File: config.mk
export PLATFORM = sky130hd
export DESIGN_NAME = light_distance_cull_k_nearest_unit
export DESIGN_NICKNAME = d
export VERILOG_FILES = /design/src/hdl/ldc_pkg.sv /design/src/hdl/ldc_chain.sv /design/src/hdl/ldc_ctrl.sv /design/src/hdl/light_distance_cull_k_nearest_unit.sv
export SDC_FILE = /design/constraint.sdc
export NUM_CORES = 1
export LEC_CHECK = 0
export BUFFER_PORTS_ARGS = -buffer_cell sky130_fd_sc_hd__buf_4
export CAP_MARGIN = 10
export CORE_MARGIN = 3
export CORE_UTILIZATION = 35
export CTS_BUF_LIST = sky130_fd_sc_hd__clkbuf_16
export CTS_CLUSTER_DIAMETER = 30
export DETAILED_ROUTE_END_ITERATION = 8
export PLACE_DENSITY_LB_ADDON = 0.3
export SYNTH_ARGS = -nofsm -noshare
export SYNTH_HDL_FRONTEND = slang
export SYNTH_SLANG_ARGS = --single-unit
File: constraint.sdc
create_clock -name clk -period 3.4 [get_ports clk]
set_input_delay 0.51 -clock clk [delete_from_list [all_inputs] [get_ports clk]]
set_output_delay 0.51 -clock clk [all_outputs]
set_load 0.005 [all_outputs]
File: src/hdl/ldc_pkg.sv
// Shared constants and command/status types for the light distance cull unit.
`timescale 1ns / 1ps
`default_nettype none
package ldc_pkg;

	// Default number of chain slots, and the largest number kept per frame
	localparam int KEEP_SLOTS_DEF = 8;
	localparam int CHAIN_MAX      = 8;

	// Field widths
	localparam int ID_W    = 8;
	localparam int DIST_W  = 24;
	localparam int LIMIT_W = 4;
	localparam int REG_W   = 24;
	localparam int REG_IDX_W = 1;

	// Register indexes
	localparam logic [REG_IDX_W-1:0] REG_CULL_DIST  = 1'd0;
	localparam logic [REG_IDX_W-1:0] REG_KEEP_LIMIT = 1'd1;

	// Register reset values
	localparam logic [DIST_W-1:0]  CULL_RESET  = '1;
	localparam logic [LIMIT_W-1:0] LIMIT_RESET = 4'd8;

	// Controller -> datapath
	typedef struct packed {
		logic insert;   // an input beat is taken this cycle
		logic load;     // move the chain head into the output register
		logic out_valid;// loaded beat names a light
		logic out_last; // loaded beat closes the frame
		logic clear;    // return the chain to its reset contents
	} ldc_cmd_t;

	// Datapath -> controller
	typedef struct packed {
		logic               out_free; // output register can take a beat
		logic [LIMIT_W-1:0] emit_n;   // number of lights to emit this frame
	} ldc_sts_t;

endpackage
`default_nettype wire

File: src/hdl/ldc_chain.sv
// Datapath: config registers, sorted compare-and-shift slot chain, output register.
`timescale 1ns / 1ps
`default_nettype none
module ldc_chain
	import ldc_pkg::*;
#(
	parameter int KEEP_SLOTS = KEEP_SLOTS_DEF
) (
	input  wire                  clk,
	input  wire                  arst_n,
	input  wire                  cfg_we,
	input  wire [REG_IDX_W-1:0]  cfg_index,
	input  wire [REG_W-1:0]      cfg_data,
	input  wire [ID_W-1:0]       in_id,
	input  wire [DIST_W-1:0]     in_dist,
	input  wire ldc_cmd_t        cmd,
	output ldc_sts_t             sts,
	input  wire                  m_tready,
	output logic                 m_tvalid,
	output logic [ID_W-1:0]      m_tdata,
	output logic                 m_tuser,
	output logic                 m_tlast
);

	localparam int CAP   = (KEEP_SLOTS < CHAIN_MAX) ? KEEP_SLOTS : CHAIN_MAX;
	localparam int CNT_W = $clog2(CAP + 1);

	logic [DIST_W-1:0]  cull_q;
	logic [LIMIT_W-1:0] limit_q;
	logic [DIST_W-1:0]  slot_d_q  [CAP];
	logic [ID_W-1:0]    slot_id_q [CAP];
	logic [CNT_W-1:0]   cnt_q;
	logic [CAP-1:0]     le;
	logic               take;
	logic [LIMIT_W-1:0] lim_sat;
	logic [LIMIT_W-1:0] cnt_ext;

	always_ff @(posedge clk or negedge arst_n) begin
		if (!arst_n) begin
			cull_q  <= CULL_RESET;
			limit_q <= LIMIT_RESET;
		end else if (cfg_we) begin
			case (cfg_index)
				REG_CULL_DIST:  cull_q  <= cfg_data[DIST_W-1:0];
				REG_KEEP_LIMIT: limit_q <= cfg_data[LIMIT_W-1:0];
				default: ;
			endcase
		end
	end

	// Lights past the cull distance never enter the chain
	assign take = cmd.insert && (in_dist < cull_q);

	// Empty slots hold all ones, which no surviving distance reaches,
	// so le is a run of ones from the head up to the insert position.
	always_comb begin
		for (int i = 0; i < CAP; i++) begin
			le[i] = slot_d_q[i] <= in_dist;
		end
	end

	for (genvar i = 0; i < CAP; i++) begin : g_cell
		logic [DIST_W-1:0] prev_d, next_d;
		logic [ID_W-1:0]   prev_id, next_id;
		logic              prev_le;

		if (i == 0) begin : g_head
			assign prev_d  = in_dist;
			assign prev_id = in_id;
			assign prev_le = 1'b1;
		end else begin : g_body
			assign prev_d  = slot_d_q[i-1];
			assign prev_id = slot_id_q[i-1];
			assign prev_le = le[i-1];
		end

		if (i == CAP - 1) begin : g_tail
			assign next_d  = '1;
			assign next_id = '0;
		end else begin : g_mid
			assign next_d  = slot_d_q[i+1];
			assign next_id = slot_id_q[i+1];
		end

		always_ff @(posedge clk or negedge arst_n) begin
			if (!arst_n) begin
				slot_d_q[i]  <= '1;
				slot_id_q[i] <= '0;
			end else if (cmd.clear) begin
				slot_d_q[i]  <= '1;
				slot_id_q[i] <= '0;
			end else if (cmd.load) begin
				// emission pops the head
				slot_d_q[i]  <= next_d;
				slot_id_q[i] <= next_id;
			end else if (take && !le[i]) begin
				if (prev_le) begin
					slot_d_q[i]  <= in_dist;
					slot_id_q[i] <= in_id;
				end else begin
					slot_d_q[i]  <= prev_d;
					slot_id_q[i] <= prev_id;
				end
			end
		end
	end

	always_ff @(posedge clk or negedge arst_n) begin
		if (!arst_n) begin
			cnt_q <= '0;
		end else if (cmd.clear) begin
			cnt_q <= '0;
		end else if (take && !le[CAP-1] && (cnt_q != CNT_W'(CAP))) begin
			cnt_q <= cnt_q + CNT_W'(1);
		end
	end

	// Limit of zero acts as one; above the chain size it saturates
	always_comb begin
		if (limit_q == '0) begin
			lim_sat = LIMIT_W'(1);
		end else if (limit_q > LIMIT_W'(CAP)) begin
			lim_sat = LIMIT_W'(CAP);
		end else begin
			lim_sat = limit_q;
		end
		cnt_ext = LIMIT_W'(cnt_q);
	end

	assign sts.emit_n   = (cnt_ext < lim_sat) ? cnt_ext : lim_sat;
	assign sts.out_free = !m_tvalid || m_tready;

	always_ff @(posedge clk or negedge arst_n) begin
		if (!arst_n) begin
			m_tvalid <= 1'b0;
		end else if (cmd.load) begin
			m_tvalid <= 1'b1;
		end else if (m_tready) begin
			m_tvalid <= 1'b0;
		end
	end

	always_ff @(posedge clk) begin
		if (cmd.load) begin
			m_tdata <= cmd.out_valid ? slot_id_q[0] : '0;
			m_tuser <= cmd.out_valid;
			m_tlast <= cmd.out_last;
		end
	end

endmodule
`default_nettype wire

File: src/hdl/ldc_ctrl.sv
// Controller: accept phase and frame emission sequencing.
`timescale 1ns / 1ps
`default_nettype none
module ldc_ctrl
	import ldc_pkg::*;
(
	input  wire       clk,
	input  wire       arst_n,
	input  wire       s_tvalid,
	input  wire       s_tlast,
	output logic      s_tready,
	input  wire ldc_sts_t sts,
	output ldc_cmd_t  cmd
);

	localparam logic ST_ACCEPT = 1'b0;
	localparam logic ST_EMIT   = 1'b1;

	logic               state_q;
	logic [LIMIT_W-1:0] k_q;
	logic               fin;

	assign s_tready = (state_q == ST_ACCEPT);

	// Nothing kept gives a single invalid beat that closes the frame
	assign fin = (sts.emit_n == '0) || ((k_q + LIMIT_W'(1)) == sts.emit_n);

	always_comb begin
		cmd.insert    = s_tvalid && s_tready;
		cmd.load      = (state_q == ST_EMIT) && sts.out_free;
		cmd.out_valid = (sts.emit_n != '0);
		cmd.out_last  = fin;
		cmd.clear     = cmd.load && fin;
	end

	always_ff @(posedge clk or negedge arst_n) begin
		if (!arst_n) begin
			state_q <= ST_ACCEPT;
			k_q     <= '0;
		end else begin
			case (state_q)
				ST_ACCEPT: begin
					if (s_tvalid && s_tlast) begin
						state_q <= ST_EMIT;
						k_q     <= '0;
					end
				end
				ST_EMIT: begin
					if (sts.out_free) begin
						if (fin) begin
							state_q <= ST_ACCEPT;
						end else begin
							k_q <= k_q + LIMIT_W'(1);
						end
					end
				end
				default: state_q <= ST_ACCEPT;
			endcase
		end
	end

endmodule
`default_nettype wire

File: src/hdl/light_distance_cull_k_nearest_unit.sv
// Top level of the light distance cull unit with k-nearest selection.
// Usage:
//  - Lights stream in on the s_ group, one beat each: id and distance in
//    s_tdata, end of frame on s_tlast. A light at or beyond the cull distance
//    is dropped; the rest enter a chain of slots kept sorted by distance,
//    with ties going to the earlier light. The chain holds min(KEEP_SLOTS, 8).
//  - While a frame is arriving one beat is taken every cycle; each beat is
//    sorted into the chain in the cycle it is taken by the compare-and-shift
//    cells.
//  - After the beat with s_tlast, input stalls while the kept ids leave on
//    the m_ group, nearest first, one per cycle from the output register:
//    n = min(kept, limit) beats, or one beat with m_tuser low if none is kept.
//    The first result shows once the controller has entered its emit state
//    and the chain head has been loaded into the output register.
//  - A stalled receiver simply holds the current beat; emission resumes
//    when m_tready returns. The next frame is taken as soon as the final
//    beat sits in the output register.
//  - Reset clears the chain, sets cull distance to all ones, keep limit to 8.
//    Registers are written by the user only while the unit is idle (unchecked).
`timescale 1ns / 1ps
`default_nettype none
module light_distance_cull_k_nearest_unit
	import ldc_pkg::*;
#(
	parameter int KEEP_SLOTS = KEEP_SLOTS_DEF
) (
	input  wire                     clk,
	input  wire                     arst_n,
	// config write port
	input  wire                     cfg_we,
	input  wire [REG_IDX_W-1:0]     cfg_index,
	input  wire [REG_W-1:0]         cfg_data,
	// light input
	input  wire                     s_tvalid,
	output logic                    s_tready,
	input  wire [ID_W+DIST_W-1:0]   s_tdata,  // [7:0] light_id, [31:8] light_distance
	input  wire                     s_tlast,  // last_light
	// kept light output
	output logic                    m_tvalid,
	input  wire                     m_tready,
	output logic [ID_W-1:0]         m_tdata,  // [7:0] kept_id
	output logic                    m_tuser,  // [0] kept_valid
	output logic                    m_tlast   // last_kept
);

	ldc_cmd_t cmd;
	ldc_sts_t sts;

	// Sequencer: accept phase, then one emission beat per free output slot
	ldc_ctrl u_ctrl (
		.clk      (clk),
		.arst_n   (arst_n),
		.s_tvalid (s_tvalid),
		.s_tlast  (s_tlast),
		.s_tready (s_tready),
		.sts      (sts),
		.cmd      (cmd)
	);

	// Sorted slot chain, config registers and output register
	ldc_chain #(
		.KEEP_SLOTS (KEEP_SLOTS)
	) u_chain (
		.clk       (clk),
		.arst_n    (arst_n),
		.cfg_we    (cfg_we),
		.cfg_index (cfg_index),
		.cfg_data  (cfg_data),
		.in_id     (s_tdata[ID_W-1:0]),
		.in_dist   (s_tdata[ID_W+DIST_W-1:ID_W]),
		.cmd       (cmd),
		.sts       (sts),
		.m_tready  (m_tready),
		.m_tvalid  (m_tvalid),
		.m_tdata   (m_tdata),
		.m_tuser   (m_tuser),
		.m_tlast   (m_tlast)
	);

endmodule
`default_nettype wire

==> key figures <==
Global route
  – GRT Residual Overflow: 0
  – First-pass GRT wire length: 110000 um
  – Total track usage: 22.1%
  – Largest net degree at the start of global routing: 94
  – Antenna violations before repair: 0
  – Vias in the first global route: 19181

Clocking
  – Clk sinks: 304
  – Clk buf depth: 3
  – CTS tree: done
  – CTS root buf: clkbuf_16
  – Cts bufs inserted: 81
  – H-Tree Depth: 3
  – Clock latency at the later pin of the worst-skew pair: 620 ps
  – Worst-path clk slew: 50 ps

Timing
  – Setup violators final: 0
  – Post-route minimum period: 3310 ps
  – Final worst path period share: 97.4%
  – Worst-margin pin slew: 859 ps
  – Worst hold slack: 112 ps
  – Final setup margin: 90.1 ps
  – Max Freq: 0.302 GHz
  – Clock skew: 23.2 ps
  – Slew Limit Headroom: 42.6%
  – Final Slew Violations: 0
  – Hold violation count in the final report: 0

Worst setup path
  – CP max FO: 10
  – Worst Setup End Kind: flop
  – Worst R2R Setup Slack: 90 ps
  – Worst Path Required: 3890 ps
  – WP data arrival: 3800 ps
  – Crit Path Class: flop to flop
  – Crit. Startpoint: u_chain.limit_q[3]
  – Reg2Reg Launch Point: u_chain.limit_q[3]
  – Startpoint types: flop

Detailed routing
  – Met2 wire length: 33800 um
  – First drt pass iteration count: 7
  – DRC: 0
  – Vias: 18744
  – Highest metal used: met4
  – Routed Wire Length: 71600 um
  – Routed length per placed instance: 22.3 um
  – Drt via density: 5.82
  – Starting DRT DRC Count: 1347
  – Met3 WL: 4510 um
  – Post-route antenna net violation count: 0
  – Met1 WL: 30800 um

Placed design
  – I/O Buffers: 74
  – GPL Wtd Cong: 0.945
  – Placed insts: 3053
  – Place WS: -314 ps
  – Cell Area, Placed: 23500 um^2
  – HPWL reported at the end of detailed placement: 50500 um

Logic synthesis
  – Synth Cell Area: 20800 um^2
  – Syn Inst Count: 2188
  – Syn avg cell area: 9.51 um^2
  – Yosys top cell area share: 27.4%
  – Syn. warnings: 0
  – Dominant synthesized flop cell: dfstp_2
  – Synth Register Bits: 304
  – Ys async rst share: 96.7%
  – Synth top area cells: dfstp_2 27%, ha_1 13%, dfrtp_1 9.3%
  – Cell taking the most area after synthesis: dfstp_2
  – Post-synthesis cell type count: 74
  – Post-synth EDFFs: 10
  – Syn nets: 2472
  – Seq/Total Area, Yosys: 38.1%

Power
  – Leakage: 11.8 nW
  – Sw Pwr: 10.6 mW
  – Internal power: 16.2 mW
  – Switching share of total power: 39.6%
  – Seq pwr share: 28.0%
  – Clock share of power: 28.2%
  – Max IR drop VDD: 0.000463 V
  – Comb pwr share: 43.8%
  – PwrDens: 1020 nW/um^2

Finish
  – Most frequent cells in the layout: 225 x nand2_1, 221 x ha_1, 217 x dfstp_2, 211 x buf_4, 153 x mux2i_1
  – Antenna fix cells: 0
  – Layout net count: 2669
  – Post-layout utilization of the core: 45.4%
  – Fill count: 5376
  – Most common cell after layout, fill and taps aside: nand2_1
  – Layout cells sized above 1: 28.5%
  – Synthesis-to-layout area growth: 27.1%
  – Final Instance Area: 26500 um^2
  – Final Non-Filler Cells: 3218

Floorplan
  – Die area: 62400 um^2
  – Ports: 75
  – Row count: 88
  – CORE AREA: 58200 um^2
  – Initial core utilization: 35.7%
  – Die Y: 250 um
  – DIE WIDTH: 250 um

Min path
  – HP Start: cfg_data[6]
  – Hold crit path type: input pin to flop

Status
  – Outcome: finished clean

Flow run
  – Max Cap Viol: 0
==> metal layers <==
layer  up-vias  GRT usage [%]
li1       8643              -
met1      9224           28.9
met2       720           36.3
met3       157           3.37
met4         0           9.70
met5         -              0
==> synth_stat cells (35+ instances only) <==
cell type	n
o21ai_0	151
nor3_1	84
mux2_2	61
a21oi_1	122
nor2_1	86
nand3_1	101
o211ai_1	95
mux2i_1	153
dfstp_2	217
dfrtp_1	77
a21o_1	38
buf_2	46
clkbuf_1	73
inv_1	70
nand2_1	228
a211oi_1	35
ha_1	221
==> through the flow <==
stage                     total power [mW]  TNS, ps
after detailed placement              18.7   -19040
after CTS                             26.4    -1.91
after global placement                18.4   -13830
after floorplan                       14.3        0
final                                 26.9        0
after global routing                  28.5     -109
==> power by group through the flow <==
stage	clock network (mW)	registers, mW	logic, mW
floorplan	0	6.85	7.41
global placement	0	7.43	10.9
detailed placement	0	7.47	11.2
CTS	7.68	7.45	11.3
global route	7.89	7.68	12.9
finish	7.57	7.51	11.8
==> logic make-up (layout without fill, tap and decap cells) <==
| logic type | Yosys count | in the layout | synth area share [%] |
|---|---|---|---|
| fa+ha+maj | 221 | 221 | 13.3 |
| mux | 214 | 214 | 10.7 |
| xor+xnor | 6 | 6 | 0.253 |
| simple gates | 595 | 596 | 13.2 |
| compound gates | 637 | 637 | 20.3 |
| buf+inv | 211 | 475 | 4.21 |
| flops | 304 | 304 | 38.1 |
==> flip-flops by register name, indices dropped and copies added (netlist names), 4 cells and up <==
register                cells
u_chain.limit_q             4
u_chain.g_cell.prev_d      24
u_chain.cull_q             24
u_chain.cnt_ext             4
u_chain.g_cell.next_d     168
u_chain.g_cell.next_id     56
u_chain.m_tdata             8
u_chain.g_cell.prev_id      8
u_ctrl.k_q                  4
==> worst max-delay path, cell delays in order (launching register included) <==
cell	delay (ps)
dfstp_2	570
nand2b_4	140
ha_1	220
o211ai_1	360
nand2_1	190
a21oi_2	180
xnor2_1	110
o41ai_4	490
buf_4	210
and2_1	300
buf_12	170
a2111oi_0	60
a21o_1	200
==> cell type report <==
type	instances	area, um^2	area share, %
clock buffers	83	2080	7.85
multi-input cells	1674	12200	46.0
flip-flops and latches	304	7930	30.0
clock inverters	68	632	2.39
inverters	71	269	1.02
well taps	765	957	3.62
repair buffers	253	2420	9.15
==> path summary, 6_finish.rpt <==
path	end	depth (start not counted)
worst max register to register	u_chain.g_cell[4].next_id[0]	12
max in group asynchronous	u_chain.g_cell[3].next_d[23]	3
worst min register to register	u_chain.g_cell[1].next_d[0]	2
worst min-delay path	u_chain.cull_q[6]	3
min in group asynchronous	u_chain.g_cell[6].next_id[3]	2
worst max-delay path	u_chain.g_cell[4].next_id[0]	12
==> repair_timing <==
action	4_1_cts	5_1_grt
gates cloned	0	5
buffers inserted	0	8
gates resized for setup	1	15
hold buffers	1	0
endpoints found under the hold margin	24	0
pin swaps	0	3
setup endpoints to repair	8	159
Power figures use the tool's default switching activity.
